--- src/hw/rtl/jtec_pkg.sv ---
// shared types, constants and helpers of the text to euc-jp converter
package jtec_pkg;

    localparam int RUN_MAX    = 6;
    localparam int RUN_CNT_W  = $clog2(RUN_MAX + 1);
    localparam int RUN_IDX_W  = $clog2(RUN_MAX);
    localparam int FIFO_DEPTH = 4;
    localparam int FIFO_PTR_W = $clog2(FIFO_DEPTH);
    localparam int FIFO_CNT_W = $clog2(FIFO_DEPTH + 1);

    localparam logic [1:0] ENC_JIS  = 2'd0;
    localparam logic [1:0] ENC_EUC  = 2'd1;
    localparam logic [1:0] ENC_SJIS = 2'd2;

    localparam logic [7:0] CH_LF     = 8'h0A;
    localparam logic [7:0] CH_CR     = 8'h0D;
    localparam logic [7:0] CH_ESC    = 8'h1B;
    localparam logic [7:0] CH_DOLLAR = 8'h24;
    localparam logic [7:0] CH_PAREN  = 8'h28;
    localparam logic [7:0] CH_AT     = 8'h40;
    localparam logic [7:0] CH_B      = 8'h42;
    localparam logic [7:0] CH_D      = 8'h44;
    localparam logic [7:0] CH_H      = 8'h48;
    localparam logic [7:0] CH_I      = 8'h49;
    localparam logic [7:0] CH_J      = 8'h4A;
    localparam logic [7:0] HIGH_BIT  = 8'h80;
    localparam logic [7:0] SS2       = 8'h8E;
    localparam logic [7:0] KANA_LO   = 8'hA1;
    localparam logic [7:0] KANA_HI   = 8'hDF;
    localparam logic [7:0] TRAIL_OFS = 8'h1F;
    localparam logic [7:0] TRAIL_HI  = 8'h7E;
    localparam logic [7:0] LEAD_OFS1 = 8'h81;
    localparam logic [7:0] LEAD_MID  = 8'h9F;
    localparam logic [7:0] LEAD_OFS2 = 8'hC1;
    localparam logic [7:0] ROW_OFS   = 8'h21;
    localparam logic [7:0] TRAIL_LO  = 8'h40;
    localparam logic [7:0] TRAIL_TOP = 8'hFC;
    localparam logic [7:0] LEAD2_LO  = 8'hE0;
    localparam logic [7:0] LEAD2_HI  = 8'hEF;

    typedef struct packed {
        logic [7:0] data_byte;
        logic       end_of_text;
    } t_in_item;

    typedef struct packed {
        logic [7:0] out_byte;
        logic       last_of_run;
    } t_out_item;

    typedef struct packed {
        logic [RUN_MAX-1:0][7:0] bytes;
        logic [RUN_CNT_W-1:0]    count;
    } t_run;

    function automatic t_run run_push(t_run r, logic [7:0] x);
        t_run q;
        q = r;
        if (q.count < RUN_CNT_W'(RUN_MAX)) begin
            q.bytes[RUN_IDX_W'(q.count)] = x;
            q.count = q.count + 1'b1;
        end
        return q;
    endfunction

endpackage

--- src/hw/rtl/jtec_front.sv ---
// front end: decodes each input byte into a run of euc-jp bytes
module jtec_front (
    input  logic                i_clk,
    input  logic                i_rst_n,
    input  logic                i_cfg_we,
    input  logic [1:0]          i_cfg_data,
    input  logic                i_accept,
    input  jtec_pkg::t_in_item  i_item,
    output logic                o_wr,
    output jtec_pkg::t_run      o_run
);

    logic [1:0] r_enc;
    logic       r_dbm, n_dbm;
    logic [7:0] r_esc [3];
    logic [7:0] n_esc [3];
    logic [1:0] r_cnt, n_cnt;
    logic       r_pcr, n_pcr;
    logic [7:0] r_lead, n_lead;
    logic       r_lead_v, n_lead_v;
    jtec_pkg::t_run w_run;

    always_comb begin
        logic [7:0] b;
        logic       brk;
        logic       do_fresh;
        logic       do_line;
        logic       fresh_p;
        logic       sj_done;
        logic       low;
        logic [7:0] t;
        logic [7:0] l;
        b        = i_item.data_byte;
        brk      = 1'b0;
        do_fresh = 1'b0;
        do_line  = 1'b0;
        fresh_p  = r_pcr;
        sj_done  = 1'b0;
        low      = 1'b0;
        t        = b;
        l        = r_lead;
        w_run    = '0;
        n_dbm    = r_dbm;
        n_esc    = r_esc;
        n_cnt    = r_cnt;
        n_pcr    = 1'b0;
        n_lead   = r_lead;
        n_lead_v = r_lead_v;

        if (r_enc == jtec_pkg::ENC_JIS) begin
            if (r_cnt == 2'd0) begin
                do_fresh = 1'b1;
            end else if (!r_dbm) begin
                if (r_cnt == 2'd1 && b == jtec_pkg::CH_DOLLAR) begin
                    n_esc[1] = b;
                    n_cnt    = 2'd2;
                end else if (r_cnt == 2'd2 && b == jtec_pkg::CH_PAREN) begin
                    n_esc[2] = b;
                    n_cnt    = 2'd3;
                end else if (r_cnt >= 2'd2 && (b == jtec_pkg::CH_AT ||
                             b == jtec_pkg::CH_B || b == jtec_pkg::CH_D)) begin
                    n_dbm = 1'b1;
                    n_cnt = 2'd0;
                end else begin
                    brk = 1'b1;
                end
            end else begin
                if (r_cnt == 2'd1 && b == jtec_pkg::CH_PAREN) begin
                    n_esc[1] = b;
                    n_cnt    = 2'd2;
                end else if (r_cnt == 2'd2 && (b == jtec_pkg::CH_J || b == jtec_pkg::CH_H ||
                             b == jtec_pkg::CH_B || b == jtec_pkg::CH_I)) begin
                    n_dbm = 1'b0;
                    n_cnt = 2'd0;
                end else begin
                    brk = 1'b1;
                end
            end
            if (brk) begin
                for (int i = 0; i < 3; i++) begin
                    if (2'(i) < r_cnt) begin
                        w_run = jtec_pkg::run_push(w_run, r_esc[i] | {r_dbm, 7'b0});
                    end
                end
                n_cnt    = 2'd0;
                do_fresh = 1'b1;
                fresh_p  = 1'b0;
            end
            if (do_fresh) begin
                if (!b[7]) begin
                    if (b == jtec_pkg::CH_ESC) begin
                        n_esc[0] = b;
                        n_cnt    = 2'd1;
                    end else if (r_dbm) begin
                        w_run = jtec_pkg::run_push(w_run, b | jtec_pkg::HIGH_BIT);
                    end else begin
                        do_line = 1'b1;
                    end
                end else if (b >= jtec_pkg::KANA_LO && b <= jtec_pkg::KANA_HI) begin
                    w_run = jtec_pkg::run_push(w_run, jtec_pkg::SS2);
                    w_run = jtec_pkg::run_push(w_run, b);
                end
            end
        end else if (r_enc == jtec_pkg::ENC_SJIS) begin
            if (r_lead_v) begin
                n_lead_v = 1'b0;
                if ((b >= jtec_pkg::TRAIL_LO && b <= jtec_pkg::TRAIL_HI) ||
                    (b >= jtec_pkg::HIGH_BIT && b <= jtec_pkg::TRAIL_TOP)) begin
                    if (b < jtec_pkg::LEAD_MID) begin
                        low = 1'b0;
                        t   = b[7] ? (b - 8'd1 - jtec_pkg::TRAIL_OFS) : (b - jtec_pkg::TRAIL_OFS);
                    end else begin
                        low = 1'b1;
                        t   = b - jtec_pkg::TRAIL_HI;
                    end
                    if (r_lead <= jtec_pkg::LEAD_MID) begin
                        l = r_lead - jtec_pkg::LEAD_OFS1;
                    end else begin
                        l = r_lead - jtec_pkg::LEAD_OFS2;
                    end
                    l = {l[6:0], 1'b0} + jtec_pkg::ROW_OFS + {7'b0, low};
                    w_run   = jtec_pkg::run_push(w_run, l | jtec_pkg::HIGH_BIT);
                    w_run   = jtec_pkg::run_push(w_run, t | jtec_pkg::HIGH_BIT);
                    sj_done = 1'b1;
                end
            end
            if (!sj_done) begin
                if ((b >= jtec_pkg::LEAD_OFS1 && b <= jtec_pkg::LEAD_MID) ||
                    (b >= jtec_pkg::LEAD2_LO && b <= jtec_pkg::LEAD2_HI)) begin
                    n_lead   = b;
                    n_lead_v = 1'b1;
                end else if (b >= jtec_pkg::KANA_LO && b <= jtec_pkg::KANA_HI) begin
                    w_run = jtec_pkg::run_push(w_run, jtec_pkg::SS2);
                    w_run = jtec_pkg::run_push(w_run, b);
                end else if (!b[7]) begin
                    do_line = 1'b1;
                end
            end
        end else begin
            do_line = 1'b1;
        end

        if (do_line) begin
            if (b == jtec_pkg::CH_LF && fresh_p) begin
                w_run = w_run;
            end else if (b == jtec_pkg::CH_CR) begin
                w_run = jtec_pkg::run_push(w_run, jtec_pkg::CH_LF);
                n_pcr = 1'b1;
            end else begin
                w_run = jtec_pkg::run_push(w_run, b);
            end
        end

        if (i_item.end_of_text) begin
            if (r_enc == jtec_pkg::ENC_JIS) begin
                for (int i = 0; i < 3; i++) begin
                    if (2'(i) < n_cnt) begin
                        w_run = jtec_pkg::run_push(w_run, n_esc[i] | {n_dbm, 7'b0});
                    end
                end
            end
            n_dbm    = 1'b0;
            n_cnt    = 2'd0;
            n_pcr    = 1'b0;
            n_lead_v = 1'b0;
        end
    end

    always_ff @(posedge i_clk) begin
        if (!i_rst_n) begin
            r_enc    <= jtec_pkg::ENC_JIS;
            r_dbm    <= 1'b0;
            r_cnt    <= 2'd0;
            r_pcr    <= 1'b0;
            r_lead_v <= 1'b0;
        end else begin
            if (i_cfg_we) begin
                r_enc <= i_cfg_data;
            end
            if (i_accept) begin
                r_dbm    <= n_dbm;
                r_cnt    <= n_cnt;
                r_pcr    <= n_pcr;
                r_lead_v <= n_lead_v;
            end
        end
    end

    always_ff @(posedge i_clk) begin
        if (i_accept) begin
            r_esc  <= n_esc;
            r_lead <= n_lead;
        end
    end

    assign o_wr  = i_accept && (w_run.count != '0);
    assign o_run = w_run;

endmodule

--- src/hw/rtl/jtec_fifo.sv ---
// short queue of decoded runs between front and back end
module jtec_fifo (
    input  logic           i_clk,
    input  logic           i_rst_n,
    input  logic           i_wr,
    input  jtec_pkg::t_run i_wdata,
    input  logic           i_rd,
    output jtec_pkg::t_run o_rdata,
    output logic           o_full,
    output logic           o_empty
);

    jtec_pkg::t_run                  r_mem [jtec_pkg::FIFO_DEPTH];
    logic [jtec_pkg::FIFO_PTR_W-1:0] r_wp;
    logic [jtec_pkg::FIFO_PTR_W-1:0] r_rp;
    logic [jtec_pkg::FIFO_CNT_W-1:0] r_cnt;
    logic                            w_wr;
    logic                            w_rd;

    assign o_full  = (r_cnt == jtec_pkg::FIFO_CNT_W'(jtec_pkg::FIFO_DEPTH));
    assign o_empty = (r_cnt == '0);
    assign w_wr    = i_wr && !o_full;
    assign w_rd    = i_rd && !o_empty;
    assign o_rdata = r_mem[r_rp];

    always_ff @(posedge i_clk) begin
        if (!i_rst_n) begin
            r_wp  <= '0;
            r_rp  <= '0;
            r_cnt <= '0;
        end else begin
            if (w_wr) begin
                r_wp <= r_wp + 1'b1;
            end
            if (w_rd) begin
                r_rp <= r_rp + 1'b1;
            end
            if (w_wr && !w_rd) begin
                r_cnt <= r_cnt + 1'b1;
            end else if (w_rd && !w_wr) begin
                r_cnt <= r_cnt - 1'b1;
            end
        end
    end

    always_ff @(posedge i_clk) begin
        if (w_wr) begin
            r_mem[r_wp] <= i_wdata;
        end
    end

endmodule

--- src/hw/rtl/jtec_back.sv ---
// back end: plays out each run one byte per item
module jtec_back (
    input  logic                i_clk,
    input  logic                i_rst_n,
    input  jtec_pkg::t_run      i_run,
    input  logic                i_run_empty,
    output logic                o_run_rd,
    output logic                o_empty,
    input  logic                i_pop,
    output jtec_pkg::t_out_item o_item
);

    logic                           r_busy;
    jtec_pkg::t_run                 r_ent;
    logic [jtec_pkg::RUN_IDX_W-1:0] r_idx;
    logic                           w_last;
    logic                           w_take;
    logic                           w_load;

    assign w_last   = (r_idx == jtec_pkg::RUN_IDX_W'(r_ent.count - 1'b1));
    assign w_take   = r_busy && i_pop;
    assign w_load   = (!r_busy || (w_take && w_last)) && !i_run_empty;
    assign o_run_rd = w_load;

    always_ff @(posedge i_clk) begin
        if (!i_rst_n) begin
            r_busy <= 1'b0;
            r_idx  <= '0;
        end else if (w_load) begin
            r_busy <= 1'b1;
            r_idx  <= '0;
        end else if (w_take) begin
            if (w_last) begin
                r_busy <= 1'b0;
            end
            r_idx <= r_idx + 1'b1;
        end
    end

    always_ff @(posedge i_clk) begin
        if (w_load) begin
            r_ent <= i_run;
        end
    end

    assign o_empty            = !r_busy;
    assign o_item.out_byte    = r_ent.bytes[r_idx];
    assign o_item.last_of_run = w_last;

endmodule

--- src/hw/rtl/japanese_text_to_euc_converter_unit.sv ---
// top level of the jis / euc / shift_jis to euc-jp byte converter
//
//  port group   direction  handshake          payload
//  input        in         push / full        i_item (data_byte, end_of_text)
//  result       out        empty / pop        o_item (out_byte, last_of_run)
//  config       in         i_cfg_we           i_cfg_data (source_encoding)
//
// an input byte is decoded in the cycle it is accepted; one item per cycle while
// the four-entry run queue has room
// results leave the back end one byte per cycle while pop is held, so a byte making n outputs
// takes n pops on the result side
// full follows the run queue only; a stalled pop backs up into the queue
// synchronous active-low reset empties the queue and back end, clears the decode flags and selects jis
module japanese_text_to_euc_converter_unit (
    input  logic                i_clk,
    input  logic                i_rst_n,
    input  logic                push,
    output logic                full,
    input  jtec_pkg::t_in_item  i_item,
    output logic                empty,
    input  logic                pop,
    output jtec_pkg::t_out_item o_item,
    input  logic                i_cfg_we,
    input  logic [1:0]          i_cfg_data
);

    logic           w_accept;
    logic           w_wr;
    jtec_pkg::t_run w_wrun;
    jtec_pkg::t_run w_rrun;
    logic           w_rd;
    logic           w_qempty;

    assign w_accept = push && !full;

    jtec_front u_front (
        .i_clk      (i_clk),
        .i_rst_n    (i_rst_n),
        .i_cfg_we   (i_cfg_we),
        .i_cfg_data (i_cfg_data),
        .i_accept   (w_accept),
        .i_item     (i_item),
        .o_wr       (w_wr),
        .o_run      (w_wrun)
    );

    jtec_fifo u_fifo (
        .i_clk   (i_clk),
        .i_rst_n (i_rst_n),
        .i_wr    (w_wr),
        .i_wdata (w_wrun),
        .i_rd    (w_rd),
        .o_rdata (w_rrun),
        .o_full  (full),
        .o_empty (w_qempty)
    );

    jtec_back u_back (
        .i_clk       (i_clk),
        .i_rst_n     (i_rst_n),
        .i_run       (w_rrun),
        .i_run_empty (w_qempty),
        .o_run_rd    (w_rd),
        .o_empty     (empty),
        .i_pop       (pop),
        .o_item      (o_item)
    );

endmodule

--- config.mk ---
export PLATFORM = sky130hd
export DESIGN_NAME = japanese_text_to_euc_converter_unit
export DESIGN_NICKNAME = d
export VERILOG_FILES = /design/src/hw/rtl/jtec_pkg.sv /design/src/hw/rtl/jtec_front.sv /design/src/hw/rtl/jtec_fifo.sv /design/src/hw/rtl/jtec_back.sv /design/src/hw/rtl/japanese_text_to_euc_converter_unit.sv
export SDC_FILE = /design/constraint.sdc
export NUM_CORES = 1
export LEC_CHECK = 0
export BUFFER_PORTS_ARGS = -buffer_cell sky130_fd_sc_hd__buf_2
export CORE_ASPECT_RATIO = 1.25
export CORE_MARGIN = 4
export CORE_UTILIZATION = 57
export DETAILED_ROUTE_END_ITERATION = 7
export GPL_TIMING_DRIVEN = 0
export PLACE_DENSITY = 0.75
export SETUP_SLACK_MARGIN = 0.1
export SYNTH_ARGS = -nofsm -noshare
export SYNTH_HDL_FRONTEND = slang
export SYNTH_SLANG_ARGS = --single-unit
--- constraint.sdc ---
create_clock -name i_clk -period 8.8 [get_ports i_clk]
set_input_delay 0.88 -clock i_clk [delete_from_list [all_inputs] [get_ports i_clk]]
set_output_delay 0.88 -clock i_clk [all_outputs]
set_load 0.05 [all_outputs]
==> impl_metrics.yaml <==
drt:
  route.vias.total: 11300
  routed_wl_um: 45800
  wl_per_cell_um: 27.2
  dr.pass1.iters: 5
  ant_nets: 0
  routed_via_density: 6.73
  drt_iter0_drc: 964
  drc: 0
setup_path:
  cp_max_fo: 10
  crit_arrival_ps: 8930
  crit_buf_inv: 9
  worstPathRequired_ps: 9280
  worstSetupEndpointType: "register"
  critPathKind: "input pin to register"
  startpoint_type: "input pin"
  cpLargestDelayFamily: "compound AO/OA/AOI/OAI gates"
  cp_slowest_cell: "a2111oi_4"
  crit_top_cell: "ha_1"
  max_stage_delay_ps: 510
global_route:
  grt_overflow: 0
  grt_usage: 0.298
  grt_antenna_before_repair: 1
  grt_pass1_vias: 11200
  grt_max_degree: 52
  grt_pass1_wl_um: 68400
sta:
  period_minus_slack_ps: 8450
  clock.fmax_mhz: 118
  post-route-period-util: 0.961
  fin_ws_ps: 345
  tightestPinTransition_ps: 1310
  setup_viol: 0
  hold_viol_final: 0
  slew_headroom: 0.126
  fin_tns_setup_ps: 0
  skew_ps: 15.6
  drv_slew: 0
  rsz0062_at_grt: "no"
clock_network:
  cts-htree-levels: 1
  hold_buffers: 0
  clk_path_buf_depth: 3
  cts_made_buffers: 30
  cts_tree: "done"
  root_buffer: "clkbuf_16"
  path_clk_slew_ps: 60
  clk_latency_ps: 560
  cts.sinks: 303
placement:
  dp.cells: 1614
  dpl_cell_area_sq_um: 16300
  dp_hpwl_um: 33000
  place.gp.congestion: 1.05
  portBuffers: 25
  place_ws_ps: -2420
pwr:
  power.internal_uw: 3000
  finalPower_uw: 4290
  p_switching_uw: 1280
  power_density_nw_per_um2: 245
  pwr-share-comb: 0.244
  p_leak_uw: 0.00600
  seqPwrFrac: 0.460
  ir_worst_vdd_mv: 0.189
  power.share.clock: 0.295
  p_sw_frac: 0.299
synthesis:
  synth_largest_area_cell: "edfxtp_1"
  synth_area_per_cell_sq_um: 12.6
  synth_common_cells: "edfxtp_1, nand2_1, o21ai_0, a21oi_1, mux4_2"
  netlist_instances: 1242
  yosysMostFrequentCell: "edfxtp_1"
  synth-main-ff-cell: "edfxtp_1"
  synth_edf_count: 285
  synth_seq_cells: 303
  synth_area_leaders: "edfxtp_1, mux4_2, mux2i_1"
  yosys_warnings: 0
  syn-cell-area_sq_um: 15700
  synth_cell_types: 94
  synth_top_area_frac: 0.545
  ys_seq_area_frac: 0.568
  syn_nets: 1286
  postSynth.asyncResetShare: 0
finish:
  nets: 1357
  final_area_sq_um: 17500
  instances_no_fill: 1682
  drive_gt1_frac: 0.164
  area_growth_pct: 11.7
  fill_cells: 2058
  antennaDiodeCount: 0
min_path:
  min_path_type: "register to register"
floorplan:
  coreArea_sq_um: 27000
  start_util: 0.581
  die_h_um: 194
  io_pins: 27
  die_area_sq_um: 30300
  fp.dieW_um: 156
  core.rowCount: 67
flow_run:
  cap_violations: 0
status:
  status: "complete, no violations"
-- final cells by class --
cell class              count  area [sq um]  share of cell area
flip-flops and latches    303          8920               0.509
multi-input cells         818          6430               0.367
clock buffers              37           818              0.0467
well taps                 345           432              0.0246
plain buffers              72           307              0.0175
repair buffers             39           255              0.0146
inverters                  49           195              0.0111
clock inverters            19           169             0.00964
-- worst min-delay path: cells and delay by family, from the launching register on --
family	cells	cell delay, ps
flops	1	340
mux	1	50
simple gates	1	70
-- worst paths after layout --
path	slack, ps	endpoint	from	cells after the start
max reg2reg	1050	u_fifo.r_cnt[2]	u_front.r_dbm	32
min reg2reg	510	u_fifo.r_wp[0]	u_fifo.r_wp[0]	2
min	510	u_fifo.r_wp[0]	u_fifo.r_wp[0]	2
max	350	u_fifo.r_cnt[2]	i_item[3]	36
-- kinds of logic after synthesis --
kind of cell,after synthesis,synth area share
fa+ha+maj,28,0.0228
compound gates,339,0.146
mux,102,0.112
buf+inv,121,0.0305
flops,303,0.568
simple gates,327,0.106
xor+xnor,22,0.0141
-- metal layers --
metal / wire (um) / track usage
met2: 22800 / 0.507
met3: 3130 / 0.0402
met4: 2630 / 0.136
met5: 0 / 0
met1: 17200 / 0.377
-- cells in the final DEF (no fill, tap or decap), types with 34 or more instances in the layout --
cell type	n
nor2_1	57
nand2_1	95
mux2i_1	40
mux4_2	59
a21oi_1	78
o21ai_0	81
inv_1	43
buf_2	34
edfxtp_1	285
clkbuf_1	52
-- power groups by stage --
stage	clock network, uW	logic (uW)	registers, uW
floorplan	0	744	1970
finish	1270	1050	1970
global route	1350	1120	1990
detailed placement	0	1030	2000
global placement	0	995	2000
CTS	1280	1050	1980
-- sequential cells by signal (all words and copies together) (netlist names) --
name,cells
u_front.r_lead_v,1
u_back.r_ent,51
u_front.r_lead,6
u_front.r_cnt,2
u_fifo.r_mem,204
u_back.r_busy,1
u_front.r_pcr,1
u_front.r_dbm,1
u_back.r_idx,3
u_front.r_enc,2
u_fifo.r_rp,2
u_front.r_esc,24
u_fifo.r_cnt,3
u_fifo.r_wp,2
-- metrics by stage --
step | util | hold WS, ps
2_1_floorplan | - | 468
3_3_place_gp | 0.602 | 481
3_5_place_dp | 0.605 | 503
4_1_cts | 0.644 | 512
5_1_grt | 0.649 | 538
6_report | 0.649 | 505
-- repair_timing --
action	in CTS	in global routing
setup endpoints to repair	345	243
pin swaps	2	6
setup buffers	3	9
gates resized for setup	19	15
Power figures use the tool's default switching activity.
